<file path="src/rtl/core/glw_pkg.sv">
`timescale 1ns / 1ps
// ----------------------------------------------------------------------------
// glw_pkg
// types, codes and constants shared by the go-back-n window bookkeeping
// ----------------------------------------------------------------------------
package glw_pkg;

    localparam logic [7:0] MAX_PAYLOAD = 8'd32;
    localparam logic [4:0] QUEUE_DEPTH = 5'd16;

    // operation codes
    localparam logic [1:0] OP_ENQUEUE = 2'd0;
    localparam logic [1:0] OP_PREPARE = 2'd1;
    localparam logic [1:0] OP_RECEIVE = 2'd2;

    // status codes
    localparam logic [1:0] ST_OK       = 2'd0;
    localparam logic [1:0] ST_TOO_LONG = 2'd1;
    localparam logic [1:0] ST_FULL     = 2'd2;
    localparam logic [1:0] ST_RANGE    = 2'd3;

    typedef struct packed {
        logic [1:0] op;
        logic [7:0] msg_length;
        logic [3:0] rx_seq;
        logic [3:0] rx_preack;
        logic       rx_is_real;
        logic       rx_crc_ok;
    } in_item_t;

    typedef struct packed {
        logic [1:0]  status;
        logic [3:0]  slot;
        logic [3:0]  tx_seq;
        logic [3:0]  tx_preack;
        logic        tx_is_real;
        logic        deliver;
        logic [4:0]  avail_count;
        logic [4:0]  unsent_count;
        logic [4:0]  unconfirmed_count;
        logic [31:0] sent_ok_total;
        logic [31:0] received_ok_total;
    } out_item_t;

    typedef struct packed {
        logic [3:0]  next_tx_seq;
        logic [3:0]  next_preack;
        logic [3:0]  sent_seq_now;
        logic [3:0]  sent_preack_now;
        logic [3:0]  prev_round_preack_in;
        logic [3:0]  prev_round_seq_out;
        logic [3:0]  head_unconfirmed;
        logic [3:0]  head_unsent;
        logic [3:0]  head_free;
        logic [4:0]  count_unsent;
        logic [4:0]  count_unconfirmed;
        logic [4:0]  count_free;
        logic [31:0] total_sent_ok;
        logic [31:0] total_received_ok;
    } win_state_t;

    localparam win_state_t WIN_STATE_RESET = '{
        next_tx_seq:          4'd0,
        next_preack:          4'd0,
        sent_seq_now:         4'd0,
        sent_preack_now:      4'd0,
        prev_round_preack_in: 4'd0,
        prev_round_seq_out:   4'd0,
        head_unconfirmed:     4'd0,
        head_unsent:          4'd0,
        head_free:            4'd0,
        count_unsent:         5'd0,
        count_unconfirmed:    5'd0,
        count_free:           QUEUE_DEPTH,
        total_sent_ok:        32'd0,
        total_received_ok:    32'd0
    };

endpackage

</file>
<file path="src/rtl/core/glw_step.sv">
`timescale 1ns / 1ps
// ----------------------------------------------------------------------------
// glw_step
// next window state and result for one item, all in one combinational pass
// ----------------------------------------------------------------------------
module glw_step
(
    input  glw_pkg::in_item_t   item,
    input  glw_pkg::win_state_t st,
    output glw_pkg::win_state_t st_next,
    output glw_pkg::out_item_t  res
);

    always_comb
    begin
        logic [3:0] diff;
        logic [4:0] mv;
        logic [4:0] room;

        st_next = st;
        res     = '0;
        diff    = 4'd0;
        mv      = 5'd0;
        room    = 5'd0;

        unique case (item.op)
            glw_pkg::OP_ENQUEUE:
            begin
                if (item.msg_length > glw_pkg::MAX_PAYLOAD)
                begin
                    res.status = glw_pkg::ST_TOO_LONG;
                end
                else if (st.count_free == 5'd0)
                begin
                    res.status = glw_pkg::ST_FULL;
                end
                else if (st.count_unsent >= glw_pkg::QUEUE_DEPTH)
                begin
                    res.status = glw_pkg::ST_RANGE;
                end
                else
                begin
                    res.slot             = st.head_free;
                    st_next.head_free    = st.head_free + 4'd1;
                    st_next.count_free   = st.count_free - 5'd1;
                    st_next.count_unsent = st.count_unsent + 5'd1;
                end
            end

            glw_pkg::OP_PREPARE:
            begin
                res.tx_seq              = st.next_tx_seq;
                res.tx_preack           = st.next_preack;
                st_next.sent_seq_now    = st.next_tx_seq;
                st_next.sent_preack_now = st.next_preack;
                st_next.next_tx_seq     = st.next_tx_seq + 4'd1;
                if (st.count_unsent != 5'd0)
                begin
                    res.tx_is_real       = 1'b1;
                    res.slot             = st.head_unsent;
                    st_next.head_unsent  = st.head_unsent + 4'd1;
                    st_next.count_unsent = st.count_unsent - 5'd1;
                    if (st.count_unconfirmed < glw_pkg::QUEUE_DEPTH)
                        st_next.count_unconfirmed = st.count_unconfirmed + 5'd1;
                    else
                        res.status = glw_pkg::ST_RANGE;
                end
            end

            glw_pkg::OP_RECEIVE:
            begin
                if (item.rx_crc_ok)
                begin
                    if (item.rx_seq == st.sent_preack_now)
                    begin
                        st_next.next_preack = st.next_preack + 4'd1;
                        if (item.rx_is_real)
                        begin
                            st_next.total_received_ok = st.total_received_ok + 32'd1;
                            res.deliver               = 1'b1;
                        end
                    end

                    // two consistent rounds confirm the oldest slot
                    if (st.prev_round_seq_out == st.prev_round_preack_in &&
                        (st.prev_round_preack_in + 4'd1) == item.rx_preack)
                    begin
                        if (st.count_unconfirmed == 5'd0 ||
                            st.count_free >= glw_pkg::QUEUE_DEPTH)
                        begin
                            res.status = glw_pkg::ST_RANGE;
                        end
                        else
                        begin
                            st_next.count_unconfirmed = st.count_unconfirmed - 5'd1;
                            st_next.count_free        = st.count_free + 5'd1;
                            st_next.total_sent_ok     = st.total_sent_ok + 32'd1;
                            st_next.head_unconfirmed  = st.head_unconfirmed + 4'd1;
                        end
                    end

                    // go back to the first unconfirmed slot, counts clamped
                    if (item.rx_preack != st.sent_seq_now)
                    begin
                        diff = st.head_unsent - st_next.head_unconfirmed;
                        room = glw_pkg::QUEUE_DEPTH - st.count_unsent;
                        mv   = {1'b0, diff};
                        if (mv > st_next.count_unconfirmed)
                            mv = st_next.count_unconfirmed;
                        if (mv > room)
                            mv = room;
                        if (mv != {1'b0, diff})
                            res.status = glw_pkg::ST_RANGE;
                        st_next.count_unsent      = st.count_unsent + mv;
                        st_next.count_unconfirmed = st_next.count_unconfirmed - mv;
                        st_next.head_unsent       = st_next.head_unconfirmed;
                        st_next.next_tx_seq       = st_next.head_unconfirmed;
                    end

                    st_next.prev_round_preack_in = item.rx_preack;
                    st_next.prev_round_seq_out   = st.sent_seq_now;
                end
            end

            default:
            begin
            end
        endcase

        res.avail_count       = st_next.count_free;
        res.unsent_count      = st_next.count_unsent;
        res.unconfirmed_count = st_next.count_unconfirmed;
        res.sent_ok_total     = st_next.total_sent_ok;
        res.received_ok_total = st_next.total_received_ok;
    end

endmodule

</file>
<file path="src/rtl/core/go_back_n_link_window.sv">
`timescale 1ns / 1ps
// ----------------------------------------------------------------------------
// go_back_n_link_window
// bookkeeping for a 16-slot go-back-n retransmit window: enqueue, prepare
// and receive items update the window and give one result item each
// ----------------------------------------------------------------------------
//  channel  | signals                        | payload
//  ---------+--------------------------------+------------------------------
//  input    | in_valid, in_ready, in_data    | glw_pkg::in_item_t
//  output   | out_valid, out_ready, out_data | glw_pkg::out_item_t
//
// one item per cycle while the output is not stalled; an accepted item reaches
// out_data through the input register, then the window update into the result register
// the window state is updated in the cycle the item moves into the result
// register, so back-to-back items see each other's effects in order
// reset clears the window state and both valid flags at once
// a stalled output holds its item while the input register still takes one
// ----------------------------------------------------------------------------
module go_back_n_link_window
(
    input  logic               clk,
    input  logic               rst_n,
    input  logic               in_valid,
    output logic               in_ready,
    input  glw_pkg::in_item_t  in_data,
    output logic               out_valid,
    input  logic               out_ready,
    output glw_pkg::out_item_t out_data
);

    glw_pkg::in_item_t   item_reg;
    logic                item_valid_reg;
    glw_pkg::win_state_t state_reg;
    glw_pkg::win_state_t state_next;
    glw_pkg::out_item_t  res_reg;
    glw_pkg::out_item_t  res_next;
    logic                res_valid_reg;
    logic                res_free;
    logic                advance;

    glw_step u_step
    (
        .item    (item_reg),
        .st      (state_reg),
        .st_next (state_next),
        .res     (res_next)
    );

    assign res_free = !res_valid_reg || out_ready;
    assign advance  = item_valid_reg && res_free;
    assign in_ready = !item_valid_reg || res_free;

    always_ff @(posedge clk or negedge rst_n)
    begin
        if (!rst_n)
        begin
            item_valid_reg <= 1'b0;
            res_valid_reg  <= 1'b0;
            state_reg      <= glw_pkg::WIN_STATE_RESET;
        end
        else
        begin
            if (in_ready)
                item_valid_reg <= in_valid;
            if (res_free)
                res_valid_reg <= item_valid_reg;
            if (advance)
                state_reg <= state_next;
        end
    end

    always_ff @(posedge clk)
    begin
        if (in_valid && in_ready)
            item_reg <= in_data;
        if (advance)
            res_reg <= res_next;
    end

    assign out_valid = res_valid_reg;
    assign out_data  = res_reg;

endmodule
</file>
<file path="config.mk">
export PLATFORM = sky130hd
export DESIGN_NAME = go_back_n_link_window
export DESIGN_NICKNAME = d
export VERILOG_FILES = /design/src/rtl/core/glw_pkg.sv /design/src/rtl/core/glw_step.sv /design/src/rtl/core/go_back_n_link_window.sv
export SDC_FILE = /design/constraint.sdc
export NUM_CORES = 1
export LEC_CHECK = 0
export ABC_AREA = 1
export BUFFER_PORTS_ARGS = -buffer_cell sky130_fd_sc_hd__clkbuf_2
export CORE_MARGIN = 4
export CORE_UTILIZATION = 40
export CTS_CLUSTER_DIAMETER = 80
export DETAILED_ROUTE_END_ITERATION = 8
export GPL_ROUTABILITY_DRIVEN = 0
export SYNTH_ARGS = -nofsm -noshare
export SYNTH_HDL_FRONTEND = slang
export SYNTH_HIERARCHICAL = 1
export SYNTH_SLANG_ARGS = --single-unit
</file>
<file path="constraint.sdc">
create_clock -name clk -period 11.4 [get_ports clk]
set_input_delay 2.28 -clock clk [delete_from_list [all_inputs] [get_ports clk]]
set_output_delay 2.28 -clock clk [all_outputs]
set_load 0.005 [all_outputs]
</file>
# Word level (Yosys, flattened, before mapping)
# Index checks and enable logic that the tools add are counted.
totals:
  regBits: 232
  in_bits: 24
  output_inout_bits: 97
  wordCells: 146
op_classes:
  n_addsub: 18
  n_lt_le_gt_ge: 6
  eq_ne: 10
  muxes: 56
  bitwise: 3
  n_reduce_logical: 20
op_table:
  columns: ["cell", "n"]
  rows:
  - ["2-to-1 mux 42 bit", 4]
  - ["2-to-1 mux 79 bit", 1]
  - ["2-to-1 mux 5 bit", 15]
  - ["adder 32 x 1 -> 32 bit (second input constant)", 2]
  - ["2-to-1 mux 32 bit", 2]
  - ["2-to-1 mux 64 bit", 1]
  - ["2-to-1 mux 4 bit", 11]
  - ["adder 4 x 1 -> 4 bit (second input constant)", 6]
  - ["case mux 4 bit (2 select lines)", 3]
  - ["2-to-1 mux 10 bit", 2]
  - ["case mux 5 bit (2 select lines)", 2]
  - ["2-to-1 mux 2 bit", 9]
  - ["adder 5 x 1 -> 5 bit (second input constant)", 3]
  - ["case mux 5 bit (3 select lines)", 1]
  - ["subtractor 5 x 1 -> 5 bit (second input constant)", 3]
  - ["equality test 4 bit", 3]
  - [">= comparator 5 bit (second input constant)", 2]
  - ["logical NOT 5 bit", 2]
  - ["AND reduction 5 bit", 2]
  - ["> comparator 8 x 6 -> 1 bit (second input constant)", 1]
  - ["2-to-1 mux 8 bit", 1]
  - ["AND reduction 4 bit", 2]
  - ["2-to-1 mux 6 bit", 1]
  - ["case mux 2 bit (3 select lines)", 1]
  - ["other kinds (23)", 33]

# Longest topological paths before layout
logic_depth:
  ltp_word: 22
  depth_mapped: 49
  ltp_nobuf: 48

# Cells and area by module
# Netlist, hierarchy kept.
by_module_without_submodules:
  columns: ["module", "n_inst", "cells_per_inst", "area_each_um2"]
  rows:
  - ["go_back_n_link_window", 1, 623, 8064.0]
  - ["glw_step", 1, 1024, 5597.9]

# Worst setup path before layout
# No wires, ideal clock.
synth_path:
  path_type: "register -> register"
  from: "register state_reg[95] (netlist name)"
  to: "register state_reg[78] (netlist name)"
  setup_ns: 0.065
  arrival_ns: 5.840
  t_required_ns: 11.335
  setup_slack_ns: 5.495
  stages_incl_launch_ff: 47
  period_less_slack_ns: 5.905
  path_cell_list: "dfrtp_1 ha_1 inv_1 nand2_1 nand2_1 nor2_1 nand2_1 nor2_4 nand2_2 nor2_4 xnor2_1 inv_1 ha_1 inv_1 ha_1 inv_1 nand2_1 inv_1 [... 11 more ...] o221ai_1 nand2_1 inv_1 nand2_1 nand2_1 ha_1 inv_1 fa_1 o21ai_0 a21oi_1 a21oi_1 o21ai_0 a21oi_1 o21ai_0 a22oi_1 buf_4 nand3_1 nand2_1"
synth_rtl:
  columns: ["item", "line", "rtl"]
  rows:
  - ["start, declared", "go_back_n_link_window.sv:33", "glw_pkg::win_state_t state_reg;"]
  - ["start signal, assigned", "go_back_n_link_window.sv:59", "state_reg <= glw_pkg::WIN_STATE_RESET;"]
  - ["start signal, assigned", "go_back_n_link_window.sv:68", "state_reg <= state_next;"]

==> flow_summary.yaml <==
critical_path:
  critPathLaunchType: "register"
  crit_required_ns: 11.88
  cpPeakStageDelay_ns: 0.43
  critPathMostFrequentCell: "nand2_1"
  critPathSlowestCell: "dfrtp_1"
  crit_arrival_ns: 7.31
  path_class: "register to register"
  cp_max_fo: 11
  end_kind: "register"
synthesis:
  syn_nets: 1716
  synthCells: 1647
  synth-seq-cells: 232
  postSynthAreaPerCell_um2: 8.295
  ys_seq_area_frac: 0.4672
  synth_edf_count: 115
  synth_area_um2: 13660
  synth-async-reset-ratio: 0.5043
  yosysUniqueCellTypes: 56
  yosys_warnings: 6
  synth-main-ff-cell: "dfrtp_1"
power:
  clkPwrFrac: 0.235
  p_int_mw: 2.171
  p_per_area_nw_per_um2: 251.4
  seqPwrFrac: 0.309
  p_leak_nw: 7.399
  p_sw_mw: 1.587
  swShare: 0.4222
  peakVddDrop_uv: 152.2
  combinationalPowerShare: 0.456
global_route:
  grt_pass1_vias: 10480
  overflow: 0
  grt_max_degree: 94
  track_usage: 0.1785
  grt_pass1_wl_um: 54360
  antenna_found_initial: 0
drt:
  drtIter0Drc: 838
  vias: 10910
  post_drt_wl_per_cell_um: 15.51
  drcViolationCount: 0
  antenna_left: 0
  routed_wl_um: 33200
  vias_per_cell: 5.097
  drtPass1Iterations: 6
sta:
  whs_ns: 0.4842
  clock.fmax_mhz: 146.5
  setup_viol: 0
  rsz0062_at_grt: "no"
  finalCritPeriodShare: 0.5987
  relSlewSlack: 0.2615
  hold_violations: 0
  tightest_slew_ns: 1.108
  clock_skew_ns: 0.01546
  fin_crit_ns: 6.825
  setup-tns-final_ns: 0
  maxSlewViolCount: 0
cells_and_area:
  drive_above_1_share: 0.1211
  fill_cells: 3340
  largest_register_ffs: 115
  area_growth_syn_to_layout_pct: 9.405
  diodes: 0
  final_nets: 1741
run:
  max_cap_viol_count: 0
placement:
  port-buffer-count: 120
  dp_hpwl_um: 22430
die:
  rows: 67
  initial_utilization: 0.4064
  core_area_um2: 33620
  die_area_um2: 37180
  dieWidth_um: 192.8
  chipHeight_um: 192.8
  io_pins: 121
worst_hold_path:
  hold_path_class: "register to register"
cts:
  cts-root-buf: "clkbuf_16"
  post_cts_resized: 0
  holdBufCountCts: 0
  clockBufferDepth: 3
  cts_sinks: 232
  clk_pin_slew_ns: 0.06
  cts_buffers: 27
  post_cts_buffers: 0
  tritoncts: "done"
  clkLatencyLatePin_ns: 0.55
  cts_max_level: 1
run_status:
  status: "finished, final reports clean"
cell usage after synthesis, types with 2 or more instances:
master | n | share of area
a21boi_0 | 2 | 0.0011
a21o_1 | 3 | 0.0016
a21oi_1 | 42 | 0.015
a22oi_1 | 4 | 0.0022
a31oi_1 | 10 | 0.0046
a32oi_1 | 2 | 0.0013
buf_1 | 3 | 0.00082
buf_2 | 19 | 0.0070
buf_4 | 88 | 0.048
clkbuf_1 | 21 | 0.0058
clkinv_1 | 2 | 0.00055
dfrtp_1 | 116 | 0.21
edfxtp_1 | 115 | 0.25
fa_1 | 2 | 0.0029
ha_1 | 43 | 0.039
inv_1 | 184 | 0.051
inv_2 | 5 | 0.0014
mux2_2 | 2 | 0.0016
nand2_1 | 472 | 0.13
nand2_2 | 7 | 0.0032
nand2_4 | 2 | 0.0016
nand3_1 | 199 | 0.073
nand3_2 | 2 | 0.0015
nand4_1 | 19 | 0.0087
nor2_1 | 75 | 0.021
nor2_2 | 3 | 0.0014
nor2_4 | 4 | 0.0033
nor3_1 | 16 | 0.0059
nor3_2 | 2 | 0.0015
nor4_1 | 9 | 0.0041
o211ai_1 | 8 | 0.0044
o21ai_0 | 61 | 0.022
o221ai_1 | 2 | 0.0013
o22ai_1 | 4 | 0.0018
o31ai_1 | 2 | 0.0011
or2_2 | 2 | 0.00092
xnor2_1 | 23 | 0.015
xor2_1 | 54 | 0.035
metal layers:
| metal | part of all wire | up-vias | global-route usage |
|---|---|---|---|
| li1 | - | 5363 | - |
| met1 | 0.45 | 5203 | 0.2418 |
| met2 | 0.47 | 300 | 0.3025 |
| met3 | 0.056 | 47 | 0.02478 |
| met4 | 0.021 | 0 | 0.04471 |
| met5 | 0 | - | 0 |
cells in the final DEF, fill, tap and decap left out, types with 16 or more instances in the layout:
cell type	instances
nor2_1	75
inv_1	183
edfxtp_1	115
nor3_1	16
dfrtp_1	115
nand3_1	199
clkbuf_2	119
nand4_1	19
xnor2_1	23
xor2_1	54
ha_1	43
clkbuf_16	27
nand2_1	472
a21oi_1	42
o21ai_0	61
kinds of logic (layout without fill, tap and decap cells):
group           count (synthesis)  in the layout  share of synthesized area
other cells                     1              1                  0.0002745
simple gates                  819            819                     0.2622
compound gates                147            147                    0.06145
flops                         232            232                     0.4672
mux                             2              2                   0.001648
buf+inv                       324            370                     0.1156
fa+ha+maj                      45             45                    0.04231
xor+xnor                       77             77                    0.04936
area by class of cell:
type / instances / area [um^2] / share of cell area
inverter: 191 / 719.4 / 0.04813
clock inverter: 14 / 190.2 / 0.01272
timing repair buffer: 129 / 670.6 / 0.04487
multi-input combinational: 1091 / 5700 / 0.3814
sequential: 232 / 6386 / 0.4273
tap: 448 / 560.5 / 0.03750
clock buffer: 36 / 719.4 / 0.04813
path summary, 6_finish.rpt:
check / start / to / slack, ns / depth (start not counted)
worst max-delay path: state_reg[95] / state_reg[73] / 4.57 / 45
worst min-delay path: state_reg[68] / state_reg[68] / 0.48 / 2
worst max register to register: state_reg[95] / state_reg[73] / 4.57 / 45
worst min register to register: state_reg[68] / state_reg[68] / 0.48 / 2
max in group asynchronous: rst_n / state_reg[40] / 8.23 / 2
min in group asynchronous: rst_n / state_reg[101] / 1.80 / 1
power by group through the flow:
stage | registers [mW] | clock network [mW] | logic [mW]
after floorplan | 1.13 | 0 | 1.32
after global placement | 1.17 | 0 | 1.64
after detailed placement | 1.18 | 0 | 1.69
after CTS | 1.16 | 0.915 | 1.69
after global routing | 1.18 | 0.955 | 1.96
final | 1.16 | 0.884 | 1.71
critical path, delay by kind of cell (launching register included):
kind	cells	cell delay (ns)
XOR/XNOR	1	0.14
AND/OR/NAND/NOR	21	2.41
buffers and inverters	8	0.63
adder cells (fa/ha/maj)	7	1.86
flip-flops	1	0.43
AO/OA/AOI/OAI	8	1.26
stage by stage:
step / std cells / power [mW] / util / instance area, um^2 / setup WS (ns)
after detailed placement: 2091 / 2.863 / 0.4176 / 14040 / 4.697
after global placement: 2091 / 2.814 / 0.4176 / 14040 / 4.920
final: 2141 / 3.758 / 0.4446 / 14950 / 4.575
after global routing: 2141 / 4.099 / 0.4446 / 14950 / 3.685
after CTS: 2141 / 3.772 / 0.4446 / 14950 / 4.648
after floorplan: 1647 / 2.457 / - / 13660 / 5.495
Note: power is estimated with default switching activity, not from simulation.
